$ cat config.mk
export PLATFORM = sky130hd
export DESIGN_NAME = texture_tile_swizzler_unit
export DESIGN_NICKNAME = d
export VERILOG_FILES = /design/src/sv/tts_pkg.sv /design/src/sv/tts_front.sv /design/src/sv/tts_queue.sv /design/src/sv/tts_back.sv /design/src/sv/texture_tile_swizzler_unit.sv
export SDC_FILE = /design/constraint.sdc
export NUM_CORES = 1
export LEC_CHECK = 0
export BUFFER_PORTS_ARGS = -buffer_cell sky130_fd_sc_hd__buf_2
export CORE_MARGIN = 2
export CORE_UTILIZATION = 43
export CTS_BUF_LIST = sky130_fd_sc_hd__clkbuf_8
export DETAILED_ROUTE_END_ITERATION = 10
export PLACE_DENSITY = 0.63
export RECOVER_POWER = 25
export SLEW_MARGIN = 5
export SYNTH_ARGS = -nofsm -noshare
export SYNTH_HDL_FRONTEND = slang
export SYNTH_SLANG_ARGS = --single-unit
$ cat constraint.sdc
create_clock -name clk -period 7.8 [get_ports clk]
set_clock_uncertainty 0.1 [all_clocks]
set_input_delay 1.95 -clock clk [delete_from_list [all_inputs] [get_ports clk]]
set_output_delay 1.95 -clock clk [all_outputs]
set_load 0.03 [all_outputs]
$ cat src/sv/tts_pkg.sv
// ----------------------------------------------------------------------------
// tts_pkg: shared types and constants
// Payload structs, format and register codes and the RGBA4444 repack function
// for the tiled texture swizzler.
// ----------------------------------------------------------------------------
package tts_pkg;

  localparam int unsigned BYTE_W      = 8;
  localparam int unsigned ADDR_W      = 22;
  localparam int unsigned DIM_REG_W   = 11;
  localparam int unsigned TILE_DIM    = 4;
  localparam int unsigned FACTOR_W    = 7;
  localparam int unsigned OFF_W       = 5;
  localparam int unsigned PAIR_W      = 16;
  localparam int unsigned QUEUE_DEPTH = 4;
  localparam int unsigned QPTR_W      = 2;
  localparam int unsigned QCNT_W      = 3;
  localparam int unsigned PADDR_W     = 4;
  localparam int unsigned PDATA_W     = 32;

  localparam logic [DIM_REG_W-1:0] DIM_RESET      = 11'd1024;
  localparam logic [BYTE_W-1:0]    ALPHA_OPAQUE   = 8'hFF;
  localparam logic [PAIR_W-1:0]    RGB4_MASK      = 16'hFFF0;
  localparam logic [PAIR_W-1:0]    ALPHA3_MASK    = 16'h000E;
  localparam logic [FACTOR_W-1:0]  TILE32_BYTES   = 7'd64;

  typedef enum logic [1:0] {
    FMT_RGBA8888 = 2'd0,
    FMT_RGB888   = 2'd1,
    FMT_RGB565   = 2'd2,
    FMT_RGBA4444 = 2'd3
  } pixel_format_t;

  typedef enum logic [1:0] {
    REG_PIXEL_FORMAT = 2'd0,
    REG_IMAGE_WIDTH  = 2'd1,
    REG_IMAGE_HEIGHT = 2'd2
  } reg_index_t;

  typedef struct packed {
    logic [BYTE_W-1:0] src_byte0;
    logic [BYTE_W-1:0] src_byte1;
    logic [BYTE_W-1:0] src_byte2;
    logic [BYTE_W-1:0] src_byte3;
  } in_item_t;

  typedef struct packed {
    logic [ADDR_W-1:0] dest_address;
    logic [BYTE_W-1:0] data_high;
    logic [BYTE_W-1:0] data_low;
    logic              last_write;
  } out_item_t;

  // RGBA4444 texel to RGB4A3: color nibbles move down, top three alpha bits
  // land in bits 14:12, bit 15 stays clear.
  function automatic logic [PAIR_W-1:0] repack_4a3(input logic [PAIR_W-1:0] t);
    logic [PAIR_W-1:0] r;
    r = ((t & RGB4_MASK) >> 4) | ((t & ALPHA3_MASK) << 11);
    return r;
  endfunction

endpackage

$ cat src/sv/tts_front.sv
// ----------------------------------------------------------------------------
// tts_front: pixel intake and classification
// Tracks column and row, drops ragged-edge pixels, works out the tile index,
// address factors and data pairs, and pushes one entry per kept pixel.
// ----------------------------------------------------------------------------
module tts_front import tts_pkg::*; #(
  parameter int unsigned MAX_DIM = 1024,
  parameter int unsigned TILE_W  = 18
) (
  input  logic                               clk,
  input  logic                               rst,
  input  logic                               in_valid,
  output logic                               in_stall,
  input  in_item_t                           in_data,
  input  pixel_format_t                      pixel_format,
  input  logic [DIM_REG_W-1:0]               image_width,
  input  logic [DIM_REG_W-1:0]               image_height,
  input  logic                               full,
  output logic                               push,
  output logic [TILE_W+FACTOR_W+OFF_W+2*PAIR_W:0] push_entry
);

  localparam int unsigned CNT_W = $clog2(MAX_DIM);
  localparam int unsigned DIM_W = $clog2(MAX_DIM + 1);
  localparam int unsigned CMP_W = (DIM_W > DIM_REG_W) ? DIM_W : DIM_REG_W;
  localparam int unsigned TQ_W  = CNT_W - 1;

  typedef struct packed {
    logic                is32;
    logic [TILE_W-1:0]   tile;
    logic [FACTOR_W-1:0] factor;
    logic [OFF_W-1:0]    off;
    logic [PAIR_W-1:0]   d0;
    logic [PAIR_W-1:0]   d1;
  } entry_t;

  logic [CNT_W-1:0] column_count, column_count_next;
  logic [CNT_W-1:0] row_count, row_count_next;

  logic [CMP_W-1:0] w_ext, h_ext;
  logic [DIM_W-1:0] w, h, limit_x, limit_y, col_inc, row_inc;
  logic             small_x, small_y, kept, accept, is32;
  logic [2:0]       xc, yc;
  logic [TQ_W-1:0]  tiles_x, tx, ty;
  logic [1:0]       x, y;
  logic [BYTE_W-1:0] alpha;
  entry_t           entry;

  assign in_stall = full;
  assign accept   = in_valid && !full;

  always_comb begin
    w_ext = CMP_W'(image_width);
    h_ext = CMP_W'(image_height);
    if (image_width == '0) begin
      w = DIM_W'(1);
    end else if (w_ext > CMP_W'(MAX_DIM)) begin
      w = DIM_W'(MAX_DIM);
    end else begin
      w = DIM_W'(w_ext);
    end
    if (image_height == '0) begin
      h = DIM_W'(1);
    end else if (h_ext > CMP_W'(MAX_DIM)) begin
      h = DIM_W'(MAX_DIM);
    end else begin
      h = DIM_W'(h_ext);
    end
  end

  always_comb begin
    small_x = w < DIM_W'(TILE_DIM);
    small_y = h < DIM_W'(TILE_DIM);
    limit_x = small_x ? w : {w[DIM_W-1:2], 2'b00};
    limit_y = small_y ? h : {h[DIM_W-1:2], 2'b00};
    xc      = small_x ? w[2:0] : 3'(TILE_DIM);
    yc      = small_y ? h[2:0] : 3'(TILE_DIM);
    tiles_x = small_x ? TQ_W'(1) : TQ_W'(w >> 2);
    tx      = TQ_W'(column_count >> 2);
    ty      = TQ_W'(row_count >> 2);
    x       = column_count[1:0];
    y       = row_count[1:0];
    kept    = (DIM_W'(column_count) < limit_x) && (DIM_W'(row_count) < limit_y);
    is32    = (pixel_format == FMT_RGBA8888) || (pixel_format == FMT_RGB888);
    alpha   = (pixel_format == FMT_RGBA8888) ? in_data.src_byte3 : ALPHA_OPAQUE;

    entry.is32 = is32;
    entry.tile = TILE_W'(ty) * TILE_W'(tiles_x) + TILE_W'(tx);
    if (is32) begin
      entry.factor = TILE32_BYTES;
      entry.off    = {y, x, 1'b0};
      entry.d0     = {alpha, in_data.src_byte0};
    end else begin
      entry.factor = FACTOR_W'({5'(xc * yc), 1'b0});
      entry.off    = {4'(4'(y) * 4'(xc) + 4'(x)), 1'b0};
      if (pixel_format == FMT_RGBA4444) begin
        entry.d0 = repack_4a3({in_data.src_byte0, in_data.src_byte1});
      end else begin
        entry.d0 = {in_data.src_byte0, in_data.src_byte1};
      end
    end
    entry.d1 = {in_data.src_byte1, in_data.src_byte2};
  end

  assign push       = accept && kept;
  assign push_entry = entry;

  // Raster walk: wrap column at width, row at height.
  always_comb begin
    col_inc           = DIM_W'(column_count) + DIM_W'(1);
    row_inc           = DIM_W'(row_count) + DIM_W'(1);
    column_count_next = column_count;
    row_count_next    = row_count;
    if (accept) begin
      if (col_inc >= w) begin
        column_count_next = '0;
        row_count_next    = (row_inc >= h) ? '0 : CNT_W'(row_inc);
      end else begin
        column_count_next = CNT_W'(col_inc);
      end
    end
  end

  always_ff @(posedge clk) begin
    if (rst) begin
      column_count <= '0;
      row_count    <= '0;
    end else begin
      column_count <= column_count_next;
      row_count    <= row_count_next;
    end
  end

endmodule

$ cat src/sv/tts_queue.sv
// ----------------------------------------------------------------------------
// tts_queue: entry queue
// Short FIFO between the intake and the write generator.
// ----------------------------------------------------------------------------
module tts_queue import tts_pkg::*; #(
  parameter int unsigned WIDTH = 63
) (
  input  logic             clk,
  input  logic             rst,
  input  logic             push,
  input  logic [WIDTH-1:0] push_data,
  output logic             full,
  input  logic             pop,
  output logic             head_valid,
  output logic [WIDTH-1:0] head_data
);

  logic [WIDTH-1:0]  mem [QUEUE_DEPTH];
  logic [QPTR_W-1:0] wr_ptr, rd_ptr;
  logic [QCNT_W-1:0] count;

  assign full       = count == QCNT_W'(QUEUE_DEPTH);
  assign head_valid = count != '0;
  assign head_data  = mem[rd_ptr];

  always_ff @(posedge clk) begin
    if (push) begin
      mem[wr_ptr] <= push_data;
    end
  end

  always_ff @(posedge clk) begin
    if (rst) begin
      wr_ptr <= '0;
      rd_ptr <= '0;
      count  <= '0;
    end else begin
      if (push) begin
        wr_ptr <= wr_ptr + QPTR_W'(1);
      end
      if (pop) begin
        rd_ptr <= rd_ptr + QPTR_W'(1);
      end
      case ({push, pop})
        2'b10:   count <= count + QCNT_W'(1);
        2'b01:   count <= count - QCNT_W'(1);
        default: count <= count;
      endcase
    end
  end

  a_no_overflow: assert property (@(posedge clk) disable iff (rst) !(push && full))
    else $error("queue push while full");
  a_no_underflow: assert property (@(posedge clk) disable iff (rst) !(pop && !head_valid))
    else $error("queue pop while empty");
  a_count_bound: assert property (@(posedge clk) disable iff (rst)
      count <= QCNT_W'(QUEUE_DEPTH))
    else $error("queue count out of range");

endmodule

$ cat src/sv/tts_back.sv
// ----------------------------------------------------------------------------
// tts_back: write generator
// Turns each queued entry into one or two tiled writes and holds them in the
// output register.
// ----------------------------------------------------------------------------
module tts_back import tts_pkg::*; #(
  parameter int unsigned TILE_W = 18
) (
  input  logic                                    clk,
  input  logic                                    rst,
  input  logic                                    head_valid,
  input  logic [TILE_W+FACTOR_W+OFF_W+2*PAIR_W:0] head_data,
  output logic                                    pop,
  output logic                                    out_valid,
  input  logic                                    out_stall,
  output out_item_t                               out_data
);

  localparam int unsigned SUM_W = (TILE_W + 8 > ADDR_W) ? TILE_W + 8 : ADDR_W;

  typedef struct packed {
    logic                is32;
    logic [TILE_W-1:0]   tile;
    logic [FACTOR_W-1:0] factor;
    logic [OFF_W-1:0]    off;
    logic [PAIR_W-1:0]   d0;
    logic [PAIR_W-1:0]   d1;
  } entry_t;

  entry_t           head;
  logic             phase;
  logic             advance, emit;
  logic [SUM_W-1:0] addr_sum;
  logic [PAIR_W-1:0] pair;

  assign head     = head_data;
  assign advance  = !out_valid || !out_stall;
  assign emit     = advance && head_valid;
  assign pop      = emit && (!head.is32 || phase);
  // Second write of a 32-bit pixel sits 32 bytes further on.
  assign addr_sum = SUM_W'(head.tile) * SUM_W'(head.factor) + SUM_W'({phase, head.off});
  assign pair     = phase ? head.d1 : head.d0;

  always_ff @(posedge clk) begin
    if (rst) begin
      out_valid <= 1'b0;
      phase     <= 1'b0;
    end else if (emit) begin
      out_valid <= 1'b1;
      phase     <= head.is32 && !phase;
    end else if (advance) begin
      out_valid <= 1'b0;
    end
  end

  always_ff @(posedge clk) begin
    if (emit) begin
      out_data.dest_address <= addr_sum[ADDR_W-1:0];
      out_data.data_high    <= pair[PAIR_W-1:BYTE_W];
      out_data.data_low     <= pair[BYTE_W-1:0];
      out_data.last_write   <= !head.is32 || phase;
    end
  end

  a_phase_32bit: assert property (@(posedge clk) disable iff (rst)
      phase |-> (head_valid && head.is32))
    else $error("second write pending without a 32-bit entry");
  a_first_then_last: assert property (@(posedge clk) disable iff (rst)
      (emit && head.is32 && !phase) |=> phase)
    else $error("first 32-bit write not followed by its pair");

endmodule

$ cat src/sv/texture_tile_swizzler_unit.sv
// ----------------------------------------------------------------------------
// texture_tile_swizzler_unit: 4x4 tiled texture swizzler
// Raster pixels in, tiled two-byte writes out, with an APB register port.
// ----------------------------------------------------------------------------
// Path: a kept pixel's first write reaches out_valid through the queue
//   and then the output register.
// Throughput: one pixel per cycle in 16-bit formats while out_stall is low;
//   a 32-bit pixel needs two writes; the single output write port sets this.
// Reset: counters at zero, queue empty, format RGBA8888, size 1024x1024.
// ----------------------------------------------------------------------------
module texture_tile_swizzler_unit import tts_pkg::*; #(
  parameter int unsigned MAX_DIM = 1024
) (
  input  logic               clk,
  input  logic               rst,
  // source pixel channel
  input  logic               in_valid,
  output logic               in_stall,
  input  in_item_t           in_data,
  // tiled write channel
  output logic               out_valid,
  input  logic               out_stall,
  output out_item_t          out_data,
  // register port
  input  logic               psel,
  input  logic               penable,
  input  logic               pwrite,
  input  logic [PADDR_W-1:0] paddr,
  input  logic [PDATA_W-1:0] pwdata,
  output logic [PDATA_W-1:0] prdata,
  output logic               pready
);

  // Tile index spans both tile coordinates, one bit of headroom on each.
  localparam int unsigned CNT_W   = $clog2(MAX_DIM);
  localparam int unsigned TILE_W  = 2 * (CNT_W - 1);
  localparam int unsigned ENTRY_W = 1 + TILE_W + FACTOR_W + OFF_W + 2 * PAIR_W;

  pixel_format_t        pixel_format;
  logic [DIM_REG_W-1:0] image_width;
  logic [DIM_REG_W-1:0] image_height;
  reg_index_t           reg_sel;
  logic                 reg_write;

  logic               q_full, q_push, q_pop, q_head_valid;
  logic [ENTRY_W-1:0] q_push_entry, q_head_entry;

  // --------------------------------------------------------------------------
  // Register port: always ready, write on the access phase.
  // --------------------------------------------------------------------------
  assign pready    = 1'b1;
  assign reg_sel   = reg_index_t'(paddr[3:2]);
  assign reg_write = psel && penable && pwrite && pready;

  always_ff @(posedge clk) begin
    if (rst) begin
      pixel_format <= FMT_RGBA8888;
      image_width  <= DIM_RESET;
      image_height <= DIM_RESET;
    end else if (reg_write) begin
      case (reg_sel)
        REG_PIXEL_FORMAT: pixel_format <= pixel_format_t'(pwdata[1:0]);
        REG_IMAGE_WIDTH:  image_width  <= pwdata[DIM_REG_W-1:0];
        REG_IMAGE_HEIGHT: image_height <= pwdata[DIM_REG_W-1:0];
        default:          ;  // drop writes to unmapped addresses
      endcase
    end
  end

  always_comb begin
    case (reg_sel)
      REG_PIXEL_FORMAT: prdata = PDATA_W'(pixel_format);
      REG_IMAGE_WIDTH:  prdata = PDATA_W'(image_width);
      REG_IMAGE_HEIGHT: prdata = PDATA_W'(image_height);
      default:          prdata = '0;
    endcase
  end

  // --------------------------------------------------------------------------
  // Front: walk the raster, classify each pixel, push kept ones.
  // --------------------------------------------------------------------------
  tts_front #(
    .MAX_DIM (MAX_DIM),
    .TILE_W  (TILE_W)
  ) u_front (
    .clk          (clk),
    .rst          (rst),
    .in_valid     (in_valid),
    .in_stall     (in_stall),
    .in_data      (in_data),
    .pixel_format (pixel_format),
    .image_width  (image_width),
    .image_height (image_height),
    .full         (q_full),
    .push         (q_push),
    .push_entry   (q_push_entry)
  );

  // --------------------------------------------------------------------------
  // Queue: decouple intake stalls from output stalls.
  // --------------------------------------------------------------------------
  tts_queue #(
    .WIDTH (ENTRY_W)
  ) u_queue (
    .clk        (clk),
    .rst        (rst),
    .push       (q_push),
    .push_data  (q_push_entry),
    .full       (q_full),
    .pop        (q_pop),
    .head_valid (q_head_valid),
    .head_data  (q_head_entry)
  );

  // --------------------------------------------------------------------------
  // Back: issue one write per cycle while the output is not stalled, advance past an entry on its last write.
  // --------------------------------------------------------------------------
  tts_back #(
    .TILE_W (TILE_W)
  ) u_back (
    .clk        (clk),
    .rst        (rst),
    .head_valid (q_head_valid),
    .head_data  (q_head_entry),
    .pop        (q_pop),
    .out_valid  (out_valid),
    .out_stall  (out_stall),
    .out_data   (out_data)
  );

endmodule
[Yosys cells after proc, flatten, opt, wreduce, memory -nomap -nowiden]
Memory sizes are Yosys's and may differ from the RTL's. A register that Yosys moved wholly into a read port is not among the register bits.
Index checks and enable logic that the tools add are counted.
Storage, ports and cells
  flip-flop bits (word level): 92
  memory bits (writable): 252
  input bits: 75
  memories kept: 1
Memory list
  u_queue.mem: depth 4, bits a word 63, read ports 1, clocked after Yosys merged registers in 1, write ports 1, RTL line tts_queue.sv:18  | logic [WIDTH-1:0] mem [QUEUE_DEPTH];
Operators by class
  add/subtract/negate cells: 9
  multiply operators: 4
  order comparisons: 8
  equality and inequality tests: 7
  mux-type cells: 23
  bitwise gates (word level): 1
  reduce and logical (&&, ||, !) cells: 27
Operator list (count)
  $mux W11: 4
  $pmux W11 S3: 1
  $mux W16: 2
  $mux W28: 1
  $add A10 B1 Y11 const B: 2
  $add A22 B6 Y22: 1
  $ge A11 B11 Y1: 2
  $gt A11 B11 Y1 const B: 2
  $logic_not A11 Y1: 2
  $lt A10 B11 Y1: 2
  $lt A11 B3 Y1 const B: 2
  $mul A18 B7 Y22: 1
  $mux W10: 2
  $add A18 B8 Y18: 1
  $mul A8 B9 Y17: 1
  $or A12 B15 Y15: 1
  $mux W9: 1
  $logic_and A1 B1 Y1: 8
  $mux W2: 4
  $mux W8: 1
  $reduce_and A2 Y1: 4
  $eq A2 B1 Y1 const B: 3
  $eq A2 B2 Y1 const B: 3
  $mux W3: 2
  14 further kinds: 26

[Logic depth before layout (Yosys ltp)]
Gate-level depths: netlist of run 1.
  word-level depth: 10
  mapped depth: 26
  depth with buffers taken out: 26

[Hierarchy]
A second synthesis of run 1 with hierarchy kept.
Unflattened totals
  cell total of the unflattened synthesis: 1786
  area, all modules: 22362.7 um^2
Modules (own cells, without submodules)
  tts_queue: instances 1, cells each 372, area each 9589.2 um^2, seq. area each 7747.4 um^2
  tts_front: instances 1, cells each 736, area each 5863.1 um^2, seq. area each 400.4 um^2
  tts_back: instances 1, cells each 541, area each 5577.8 um^2, seq. area each 1211.2 um^2
  texture_tile_swizzler_unit: instances 1, cells each 137, area each 1332.5 um^2, seq. area each 480.5 um^2

[Worst setup path after synthesis of run 1]
Ideal clock, no wire load.
  kind: register to register
  from: register image_width[5]
  to: memory u_queue.mem[0][59] (data pin)
  library setup time: 0.180 ns
  data arrival time: 6.286 ns
  data required time: 7.520 ns
  path slack: 1.234 ns
  cell stages (with the launch flop): 23
  buffers on the path: 0
  clock period less this slack: 6.566 ns
  cells stage by stage: dfxtp_1 or4_4 or4_4 or3_1 o21ai_2 and2_1 nand2_1 fa_1 fa_1 inv_1 fa_1 inv_1 fa_1 inv_1 ha_1 a21oi_1 o221ai_1 a211oi_1 o211ai_1 a21o_1 a211oi_1 and4_1 xor2_1
Between the ends
  word-level cells in the longest chain between the ends: 7
Ends and longest elaborated chain
  start, declared: RTL line texture_tile_swizzler_unit.sv:40  | logic [DIM_REG_W-1:0] image_width;
  start signal, assigned: RTL line texture_tile_swizzler_unit.sv:63  | REG_IMAGE_WIDTH: image_width <= pwdata[DIM_REG_W-1:0];
  $gt A11 B11 Y1: RTL line tts_front.sv:57  | end else if (w_ext > CMP_W'(MAX_DIM)) begin
  $mux W11: RTL line tts_front.sv:57
  $mux W11 (*): RTL line tts_front.sv:55  | if (image_width == '0) begin
  $lt A11 B3 Y1: RTL line tts_front.sv:72  | small_x = w < DIM_W'(TILE_DIM);
  $mux W9 (*): RTL line tts_front.sv:78  | tiles_x = small_x ? TQ_W'(1) : TQ_W'(w >> 2);
  $mul A8 B9 Y17 (*): RTL line tts_front.sv:88  | entry.tile = TILE_W'(ty) * TILE_W'(tiles_x) + TILE_W'(tx);
  $add A18 B8 Y18 (*): RTL line tts_front.sv:88
  net q_push_entry[59]: RTL line texture_tile_swizzler_unit.sv:46  | logic [ENTRY_W-1:0] q_push_entry, q_head_entry;
  end, declared: RTL line tts_queue.sv:18
Mark *: on every way through the listed nets, which the timed path passes. The rest lies on a longest branch.

[Worst setup path after layout of run 1]
  from: register image_width[5]
  to: memory u_queue.mem[3][59] (data pin)
The elaborated chain is that of the path after synthesis.

==> results.ini, run 1 <==
[synth]
yosys-top-cells-area=edfxtp_1 40%, fa_1 11%, ha_1 8.7%
synth_ff_type=edfxtp_1
ys_types=65
syn_area_per_cell_um2=11.8
synthesis.instances=1756
synth-async-reset-ratio=0
yosysSeqAreaShare=0.455
synth_edf_count=278
synth-seq-cells=333
synth_area_um2=20800
synth_top_area_frac=0.402
yosys_warnings=0
synth_top_area_cell=edfxtp_1

[status]
status=complete, but fails checks
violations=capacitance limit, slew limit

[power]
switchingPower_mw=3.04
p_leak_nw=9.56
p_clk_frac=0.195
ir_worst_vdd_mv=0.221
p_int_mw=4.84
p_total_mw=7.87
p_per_area_nw_per_um2=343
p_sw_frac=0.386
pwr-share-comb=0.489
seq_power_share=0.317

[clocking]
htree_num_levels=2
path_clk_slew_ns=0.06
cts.sinks=333
numCtsBuffers=54
cts_setup_buffers=0
ctsResizeCount=0
cts_buffer_depth=3
root_buffer=clkbuf_8
worstSkewPairLatency_ns=0.62
cts_hold_buffers=0
cts_tree=yes

[routing]
initialDrtViolationCount=927
num_vias=13300
totalWireLength_um=43700
wl_per_cell_um=17.3
via_per_inst=5.24
drc=0
first_pass_iters=5
antenna_left=0

[worst_setup_path]
required_ns=8.12
crit_type=flip-flop to flip-flop
arrival_ns=7.38
ff2ff_setup_slack_ns=0.74
cp_max_fo=5
endpoint_kind=flip-flop
worst_setup_path_start_kind=flip-flop

[floorplan]
dieArea_um2=50100
io_pins=149
die_y_um=224
die_w_um=224
core_area_um2=47700
row_count=80
start_util=0.435

[final_layout]
syn2layout_area_growth_pct=10.6
fill_cells=4284
final_cell_mix=278 x edfxtp_1, 231 x nand2_1, 179 x inv_1
layout_commonest_cell=edfxtp_1
diodes=0
drive_above_1_share=0.137
register_area_um2=9450
multi_input_area_um2=10300
nNetsFinal=2203

[grt]
grt_pass1_vias=13600
grt_max_degree=62
grt_pass1_wl_um=71300
grtUsageTotal=0.178
antenna_found_initial=0
grt_overflow=0

[sta]
worst_pin_slew_ns=2.69
rsz0062_at_grt=no
relSlewSlack=-0.796
post-route-min-period_ns=7.06
fin_ws_ns=0.738
fin_crit_sh=0.905
fin_tns_setup_ns=0
hold_violations=0
drv_slew=168
clock.fmax_ghz=0.142
setup_viol=0

[placed_design]
dp_hpwl_um=31400
pre_cts_ws_ns=0.700
gp_congestion=0.831
port_buffers=102

[min_path]
min_path_type=flip-flop to flip-flop

[job]
maxCapViolCount=4

synthesized netlist by cell type, types with 10 or more instances:
| cell type | number |
|---|---|
| dfxtp_1 | 55 |
| nand2b_1 | 11 |
| nand2_1 | 231 |
| and3_1 | 39 |
| and2_1 | 68 |
| inv_1 | 167 |
| nor3_1 | 11 |
| buf_4 | 23 |
| nand3_1 | 24 |
| o21ai_0 | 25 |
| nand4_1 | 15 |
| mux2i_1 | 20 |
| clkbuf_1 | 57 |
| fa_1 | 114 |
| mux4_2 | 60 |
| nor2_1 | 73 |
| a21o_1 | 21 |
| xnor2_1 | 43 |
| o21a_1 | 10 |
| a21oi_1 | 99 |
| ha_1 | 144 |
| or3_1 | 15 |
| o31ai_1 | 12 |
| nor2b_1 | 19 |
| edfxtp_1 | 278 |
| xor2_1 | 26 |
power groups by stage:
stage	clock network, mW	logic, mW	registers [mW]
6_report	1.53	3.85	2.49
5_1_grt	1.66	4.40	2.52
4_1_cts	1.58	3.91	2.49
3_5_place_dp	0	3.86	2.53
3_3_place_gp	0	3.79	2.52
2_1_floorplan	0	2.83	2.72
path summary, 6_finish.rpt:
path / startpoint / cells past startpoint / to
worst min register to register: u_back.out_valid$_SDFFE_PP0P_ / 2 / u_back.out_valid$_SDFFE_PP0P_
worst max register to register: image_width[5]$_SDFFE_PP0P_ / 22 / u_queue.mem[3][59]$_DFFE_PP_
worst min-delay path: u_back.out_valid$_SDFFE_PP0P_ / 2 / u_back.out_valid$_SDFFE_PP0P_
worst max-delay path: image_width[5]$_SDFFE_PP0P_ / 22 / u_queue.mem[3][59]$_DFFE_PP_
flip-flops by register name, indices dropped and copies added (netlist names), named ones only:
name                  count
u_queue.rd_ptr            2
u_back.out_data          38
u_queue.count             3
image_width              11
image_height             11
u_back.out_valid          1
u_front.column_count     10
u_queue.mem             240
u_front.row_count        10
u_back.phase              1
pixel_format              2
u_queue.wr_ptr            2
layer usage:
layer	GRT usage	part of all wire	vias up	routed length, um
li1	-	-	6363	-
met1	0.251	0.47	6590	20500
met2	0.289	0.48	243	20800
met3	0.0278	0.038	59	1680
met4	0.0441	0.017	0	752
met5	0	0	-	0
worst max-delay path, stage by stage (launching register included):
cell      delay, ns
dfxtp_1        0.31
or4_4          0.54
or4_4          0.44
or3_1          0.35
o21ai_2        0.15
and2_1         0.24
nand2_1        0.09
fa_1           0.49
fa_1           0.55
inv_1          0.06
fa_1           0.54
inv_1          0.06
fa_1           0.53
inv_1          0.04
ha_1           0.35
a21oi_1        0.21
o221ai_1       0.21
a211oi_1       0.37
o211ai_1       0.15
a21o_1         0.19
a211oi_1       0.38
and4_1         0.28
xor2_1         0.25
area by class of cell:
type | count | share of cell area
multi-input combinational | 1182 | 0.449
sequential | 333 | 0.412
clock buffer | 60 | 0.0360
tap | 615 | 0.0335
timing repair buffer | 130 | 0.0298
inverter | 169 | 0.0276
clock inverter | 41 | 0.0125
kinds of logic (layout without fill, tap and decap cells):
logic type,after synthesis,after routing,share of synthesized area
adder cells (fa/ha/maj),258,258,0.197
buffers and inverters,262,400,0.0525
AND/OR/NAND/NOR,533,533,0.125
AO/OA/AOI/OAI,218,218,0.0665
flip-flops,333,333,0.455
XOR/XNOR,69,69,0.0291
multiplexers,81,81,0.0753
other,2,23,0.000362
per-stage QoR:
stage,util,hold slack (ns),instance area [um^2],std cells
after floorplan,-,0.357,20800,1777
after global placement,0.458,0.353,21900,2429
after detailed placement,0.458,0.366,21900,2429
after CTS,0.482,0.373,23000,2530
after global routing,0.481,0.407,23000,2530
final,0.481,0.370,23000,2530
Power figures use the tool's default switching activity.
==> inputs of run 2 (changes only) <==
ABC_AREA = 1   (was unset)
==> run 2 against run 1 <==
Effect of this change:
- the run still ends with capacitance limit, slew limit left
- die area shrank 0.24%
- global-route usage grew 1.3 points
- critical path type unchanged
- worst setup slack gained 0.51 ns
- maximum frequency grew 7.8%
- register-to-register slack gained 0.51 ns
- count of clock-buffer cells in the layout shrank 4
- routed wire length grew 7.0%
- critical path depth shrank 3
- non-clock buffer count shrank 8
- synthesized cell count grew 23%
- final cell count grew 16%
==> results.ini, run 2 <==
[synth]
synth_top_area_cell=edfxtp_1
synth_ff_type=edfxtp_1
synth_commonest_cells=339 x nand2_1, 324 x nor2_1, 278 x edfxtp_1
synth-seq-cells=333  ; unchanged
ys_types=50  ; -23%
synth-async-reset-ratio=0  ; unchanged
synth_most_common_cell=nand2_1
yosys-top-cells-area=edfxtp_1 40%, fa_1 11%, ha_1 8.7%
synth_area_um2=20700  ; -0.24%
synth_edf_count=278  ; unchanged
yosys_warnings=0  ; unchanged
syn_area_per_cell_um2=9.62  ; -19%
synthesis.instances=2152  ; +23%
yosysSeqAreaShare=0.456  ; +0.00110
synth_top_area_frac=0.403  ; +0.000972

[clocking]
cts_setup_buffers=0  ; unchanged
ctsResizeCount=0  ; unchanged
cts_tree=yes
htree_num_levels=2  ; unchanged
worstSkewPairLatency_ns=0.64  ; +0.02 ns
root_buffer=clkbuf_8
cts.sinks=333  ; unchanged
numCtsBuffers=56  ; +3.7%
cts_buffer_depth=3  ; unchanged
cts_hold_buffers=0  ; unchanged
path_clk_slew_ns=0.06  ; about the same

[grt]
grt_pass1_vias=15200  ; +11%
grtUsageTotal=0.190  ; +0.0125
grt_max_degree=75  ; +21%
grt_pass1_wl_um=76600  ; +7.3%
antenna_found_initial=1  ; +1
grt_overflow=0  ; unchanged

[placed_design]
pre_cts_ws_ns=1.56  ; +0.861 ns
port_buffers=102  ; unchanged
dp_hpwl_um=33100  ; +5.4%
gp_congestion=0.870  ; +4.6%

[routing]
totalWireLength_um=46800  ; +7.0%
wl_per_cell_um=16.0  ; -7.6%
initialDrtViolationCount=1054  ; +14%
drc=0  ; unchanged
num_vias=15200  ; +15%
first_pass_iters=6  ; +1
via_per_inst=5.20  ; -0.81%
antenna_left=0  ; unchanged

[worst_setup_path]
reg2reg_depth=19  ; -14%
worst-path-stages=19  ; -14%
worst_setup_path_start_kind=flip-flop
critPathMaxStageDelay_ns=0.73  ; +0.18 ns
crit_type=flip-flop to flip-flop
cp_max_fo=37  ; +32
required_ns=8.10  ; -0.02 ns
endpoint_kind=flip-flop
cp_top_family=adder cells
path_cells=inv_1 > a32o_1 > inv_1 > nand2_1 > fa_1 > fa_1 > fa_1 > inv_1 > fa_1 > ha_1 > nand2_1 > nor2_1 > o21ai_0 > o211ai_1 > a31oi_1 > o21bai_1 > nand2_1 > nand2_1 > xor2_1
arrival_ns=6.85  ; -0.53 ns
cp.buffers_inverters=3  ; unchanged
crit_slowest_cell=dfxtp_1

[sta]
fin_tns_setup_ns=0  ; unchanged
rsz0062_at_grt=no
post-route-min-period_ns=6.55  ; -0.514 ns
fin_ws_ns=1.25  ; +0.514 ns
fin_crit_sh=0.840  ; -0.0659
setup_viol=0  ; unchanged
clock.fmax_ghz=0.153  ; +7.8%
worst_pin_slew_ns=2.50  ; -0.191 ns
relSlewSlack=-0.668  ; +0.127
drv_slew=78  ; -54%
hold_violations=0  ; unchanged

[min_path]
whs_path_depth=1  ; -1
min_path_type=flip-flop to flip-flop

[floorplan]
core_area_um2=47600  ; -0.21%
start_util=0.435  ; about the same
io_pins=149  ; unchanged
die_w_um=223  ; -0.12%
die_y_um=223  ; -0.12%
dieArea_um2=49900  ; -0.24%
row_count=80  ; unchanged

[final_layout]
largest_reg_flops=240  ; unchanged
register_area_um2=9450  ; unchanged
multi_input_area_um2=9900  ; -3.9%
syn2layout_area_growth_pct=10.7  ; about the same
top_regs=u_queue.mem (240), u_back.out_data (38)
drive_above_1_share=0.0903  ; -0.0465
nNetsFinal=2602  ; +18%
layout_commonest_cell=nand2_1
finish.utilization=0.481  ; about the same
fill_cells=4460  ; +4.1%
regMostFlops=u_queue.mem
diodes=0  ; unchanged
final_cell_mix=340 x nand2_1, 321 x nor2_1, 278 x edfxtp_1

[status]
violations=capacitance limit, slew limit
status=complete, but fails checks

[job]
maxCapViolCount=2  ; -2

==> run 2: metrics by stage <==
stage	std cells	instance area, um^2	hold slack, ns
2_1_floorplan	2173	20800	0.323
3_3_place_gp	2826	21800	0.335
3_5_place_dp	2826	21800	0.340
4_1_cts	2930	23000	0.348
5_1_grt	2930	22900	0.389
6_report	2930	22900	0.356
==> run 2: area by class of cell <==
type / count / area share
tap: 615 / 0.0336
inverter: 278 / 0.0455
multi-input combinational: 1478 / 0.432
clock inverter: 48 / 0.0152
clock buffer: 56 / 0.0336
sequential: 333 / 0.412
timing repair buffer: 122 / 0.0276
==> run 2: worst paths after layout <==
check / from / to / slack [ns]
max reg2reg: flip-flop / u_back.out_data[35]$_DFFE_PP_ / 1.25
max: flip-flop / u_back.out_data[35]$_DFFE_PP_ / 1.25
min: u_queue.count[0]$_SDFFE_PP0P_ / u_queue.count[0]$_SDFFE_PP0P_ / 0.36
min reg2reg: u_queue.count[0]$_SDFFE_PP0P_ / u_queue.count[0]$_SDFFE_PP0P_ / 0.36
==> run 2: routing by layer <==
layer	vias to the layer above	part of all wire	track usage
met5	-	0.00017	0
met4	2	0.021	0.0533
met3	81	0.046	0.0296
met2	380	0.47	0.319
met1	7384	0.46	0.256
li1	7380	-	-
==> run 2: cell families after synthesis <==
| family | count (synthesis) | synth area share |
|---|---|---|
| compound gates | 375 | 0.102 |
| xor+xnor | 65 | 0.0275 |
| fa+ha+maj | 258 | 0.197 |
| buf+inv | 362 | 0.0714 |
| flops | 333 | 0.456 |
| other cells | 2 | 0.000363 |
| simple gates | 757 | 0.146 |
==> run 2: worst reg2reg max path, delay by kind of cell, from the launching register on <==
family / cells / cell delay, ns
buffers and inverters: 3 / 1.13
flip-flops: 1 / 0.73
AO/OA/AOI/OAI: 5 / 1.35
adder cells (fa/ha/maj): 5 / 2.41
AND/OR/NAND/NOR: 5 / 0.43
XOR/XNOR: 1 / 0.15
Power of run 2 is left out: the tool's default activity adds up to more than one toggle a clock period on the data nets, which glitch-free logic cannot reach.
==> inputs of run 3 (changes only) <==
clock period = 6.1 ns   (was 7.8 ns; I/O delays follow)
==> run 3 against run 2 <==
Effect of this change:
- the run still ends with capacitance limit, slew limit left
- cell area up 0.55%
- non-clock buffer count increased by 17
- die area stayed put
- final cell count grew 0.34%
- hold slack improved by 0.0043 ns
- global-route usage hardly changed
- count of clock-buffer cells in the layout is 2 lower
- routed wire length grew 1.3%
- register-to-register slack lost 0.92 ns
- worst setup slack worse by 0.92 ns
- via count increased by 0.32%
- core utilization grew 0.26 points
- critical endpoint is now u_queue.mem[1][60]$_DFFE_PP_
- largest cell class unchanged
==> results.ini, run 3 (same netlist as run 2, synthesis figures left out) <==
[status]
status=complete, but fails checks
violations=capacitance limit, slew limit

[worst_setup_path]
reg2reg_from=image_width[0]$_SDFFE_PP0P_
crit_slowest_cell=fa_1
required_ns=6.37  ; -1.73 ns
endpoint_kind=flip-flop
critPathMaxStageDelay_ns=0.54  ; -0.19 ns
reg2reg_depth=28  ; +9
timing.critical_path.mode_cell=inv_1
ff2ff_setup_slack_ns=0.33  ; -0.92 ns
worst_setup_path_start_kind=flip-flop
arrival_ns=6.04  ; -0.81 ns
crit_type=flip-flop to flip-flop
startpoint=image_width[0]$_SDFFE_PP0P_
cp_max_fo=8  ; -78%
r2r-end=u_queue.mem[1][60]$_DFFE_PP_
crit_path_end=u_queue.mem[1][60]$_DFFE_PP_

[floorplan]
row_count=80  ; unchanged
core_area_um2=47600  ; unchanged
io_pins=149  ; unchanged
die_y_um=223  ; unchanged
dieArea_um2=49900  ; unchanged
die_w_um=223  ; unchanged
start_util=0.435  ; unchanged

[placed_design]
dp_hpwl_um=33000  ; -0.10%
gp_congestion=0.879  ; +1.1%
port_buffers=102  ; unchanged
pre_cts_ws_ns=0.170  ; -1.39 ns

[min_path]
min_path_type=flip-flop to flip-flop

[sta]
hold_violations=0  ; unchanged
post-route-min-period_ns=5.77  ; -0.776 ns
fin_crit_sh=0.946  ; +0.107
worst_pin_slew_ns=2.63  ; +0.123 ns
whs_ns=0.360  ; +0.00433 ns
fin_tns_setup_ns=0  ; unchanged
relSlewSlack=-0.750  ; -0.0819
fin_ws_ns=0.328  ; -0.924 ns
clock.fmax_ghz=0.173  ; +13%
setup_viol=0  ; unchanged
drv_slew=93  ; +19%
rsz0062_at_grt=yes

[routing]
wl_per_cell_um=16.1  ; +0.93%
num_vias=15300  ; +0.32%
first_pass_iters=5  ; -1
totalWireLength_um=47400  ; +1.3%
initialDrtViolationCount=960  ; -8.9%
drc=0  ; unchanged
antenna_left=0  ; unchanged
via_per_inst=5.20  ; about the same

[clocking]
cts.sinks=333  ; unchanged
numCtsBuffers=54  ; -3.6%
worstSkewPairLatency_ns=0.65  ; about the same
root_buffer=clkbuf_8
cts_tree=yes
cts_buffer_depth=3  ; unchanged
htree_num_levels=2  ; unchanged
cts_hold_buffers=0  ; unchanged
path_clk_slew_ns=0.06  ; about the same

[grt]
grtUsageTotal=0.191  ; +0.000446
grt_max_degree=123  ; +64%
met2_usage=0.315  ; -0.00382
grt_pass1_wl_um=76900  ; +0.50%
grt_overflow=0  ; unchanged
grt_util_met1=0.259  ; +0.00286
antenna_found_initial=2  ; +1
grt_use_met3=0.0323  ; +0.00263
grt_pass1_vias=15400  ; +1.5%
grt.busiest_layer=met2

[final_layout]
syn2layout_area_growth_pct=11.3
final_cell_mix=336 x nand2_1, 311 x nor2_1, 278 x edfxtp_1
largest_reg_flops=240  ; unchanged
drive_above_1_share=0.105  ; +0.0151
top_regs=u_queue.mem (240), u_back.out_data (38)
fill_cells=4467  ; +0.16%
layout_commonest_cell=nand2_1
finish.utilization=0.484  ; +0.00263
nNetsFinal=2617  ; +0.58%
regMostFlops=u_queue.mem
diodes=0  ; unchanged

[job]
maxCapViolCount=2  ; unchanged

run 3: changes by cell type in the layout (fill, tap and decap cells not counted), moves of 3 or more:
cell and change:
buf_4 +16, nor2_1 -10, nor2_2 +7, inv_2 +4, nand2_1 -4, nand2_2 +4
bufinv_16 -3, nor2_4 +3
run 3: area by class of cell:
| class | count | area, um^2 | share of cell area |
|---|---|---|---|
| tap | 615 | 769 | 0.0334 |
| sequential | 333 | 9460 | 0.410 |
| timing repair buffer | 139 | 781 | 0.0339 |
| inverter | 278 | 1050 | 0.0455 |
| clock inverter | 43 | 251 | 0.0109 |
| multi-input combinational | 1478 | 10000 | 0.434 |
| clock buffer | 54 | 743 | 0.0322 |
run 3: worst max-delay path, delay by kind of cell (launching register included):
kind | cells | cell delay [ns]
DFF | 1 | 0.31
and+or+nand+nor | 15 | 1.74
adders and majority gates | 6 | 2.76
buffers and inverters | 7 | 0.55
run 3: how the worst min path moves through the flow:
stage | startpoint | end | cells past startpoint
after floorplan | u_queue.count[0]$_SDFFE_PP0P_ | u_queue.count[0]$_SDFFE_PP0P_ | 1
after global placement | u_queue.count[0]$_SDFFE_PP0P_ | u_queue.count[0]$_SDFFE_PP0P_ | 1
after detailed placement | u_queue.count[0]$_SDFFE_PP0P_ | u_queue.count[0]$_SDFFE_PP0P_ | 1
after CTS | u_queue.count[0]$_SDFFE_PP0P_ | u_queue.count[0]$_SDFFE_PP0P_ | 1
after global routing | u_queue.rd_ptr[1]$_SDFFE_PP0P_ | u_queue.rd_ptr[1]$_SDFFE_PP0P_ | 2
final | u_queue.count[0]$_SDFFE_PP0P_ | u_queue.count[0]$_SDFFE_PP0P_ | 1
run 3: through the flow:
step | instances | cell area [um^2]
2_1_floorplan | 2173 | 20800
3_3_place_gp | 2841 | 22000
5_1_grt | 2940 | 23000
6_report | 2940 | 23000
3_5_place_dp | 2841 | 22000
4_1_cts | 2938 | 23000
run 3: repair_timing:
item / 4_1_cts / 5_1_grt
setup buffers: 0 / 2
setup endpoints to repair: 0 / 35
resized for setup: 0 / 32
run 3: per-layer routing:
metal / share of wire / vias to the layer above
met5: 0.00023 / -
met4: 0.021 / 2
met3: 0.052 / 75
met2: 0.47 / 384
met1: 0.46 / 7386
li1: - / 7428
Power of run 3 is left out for the same reason.
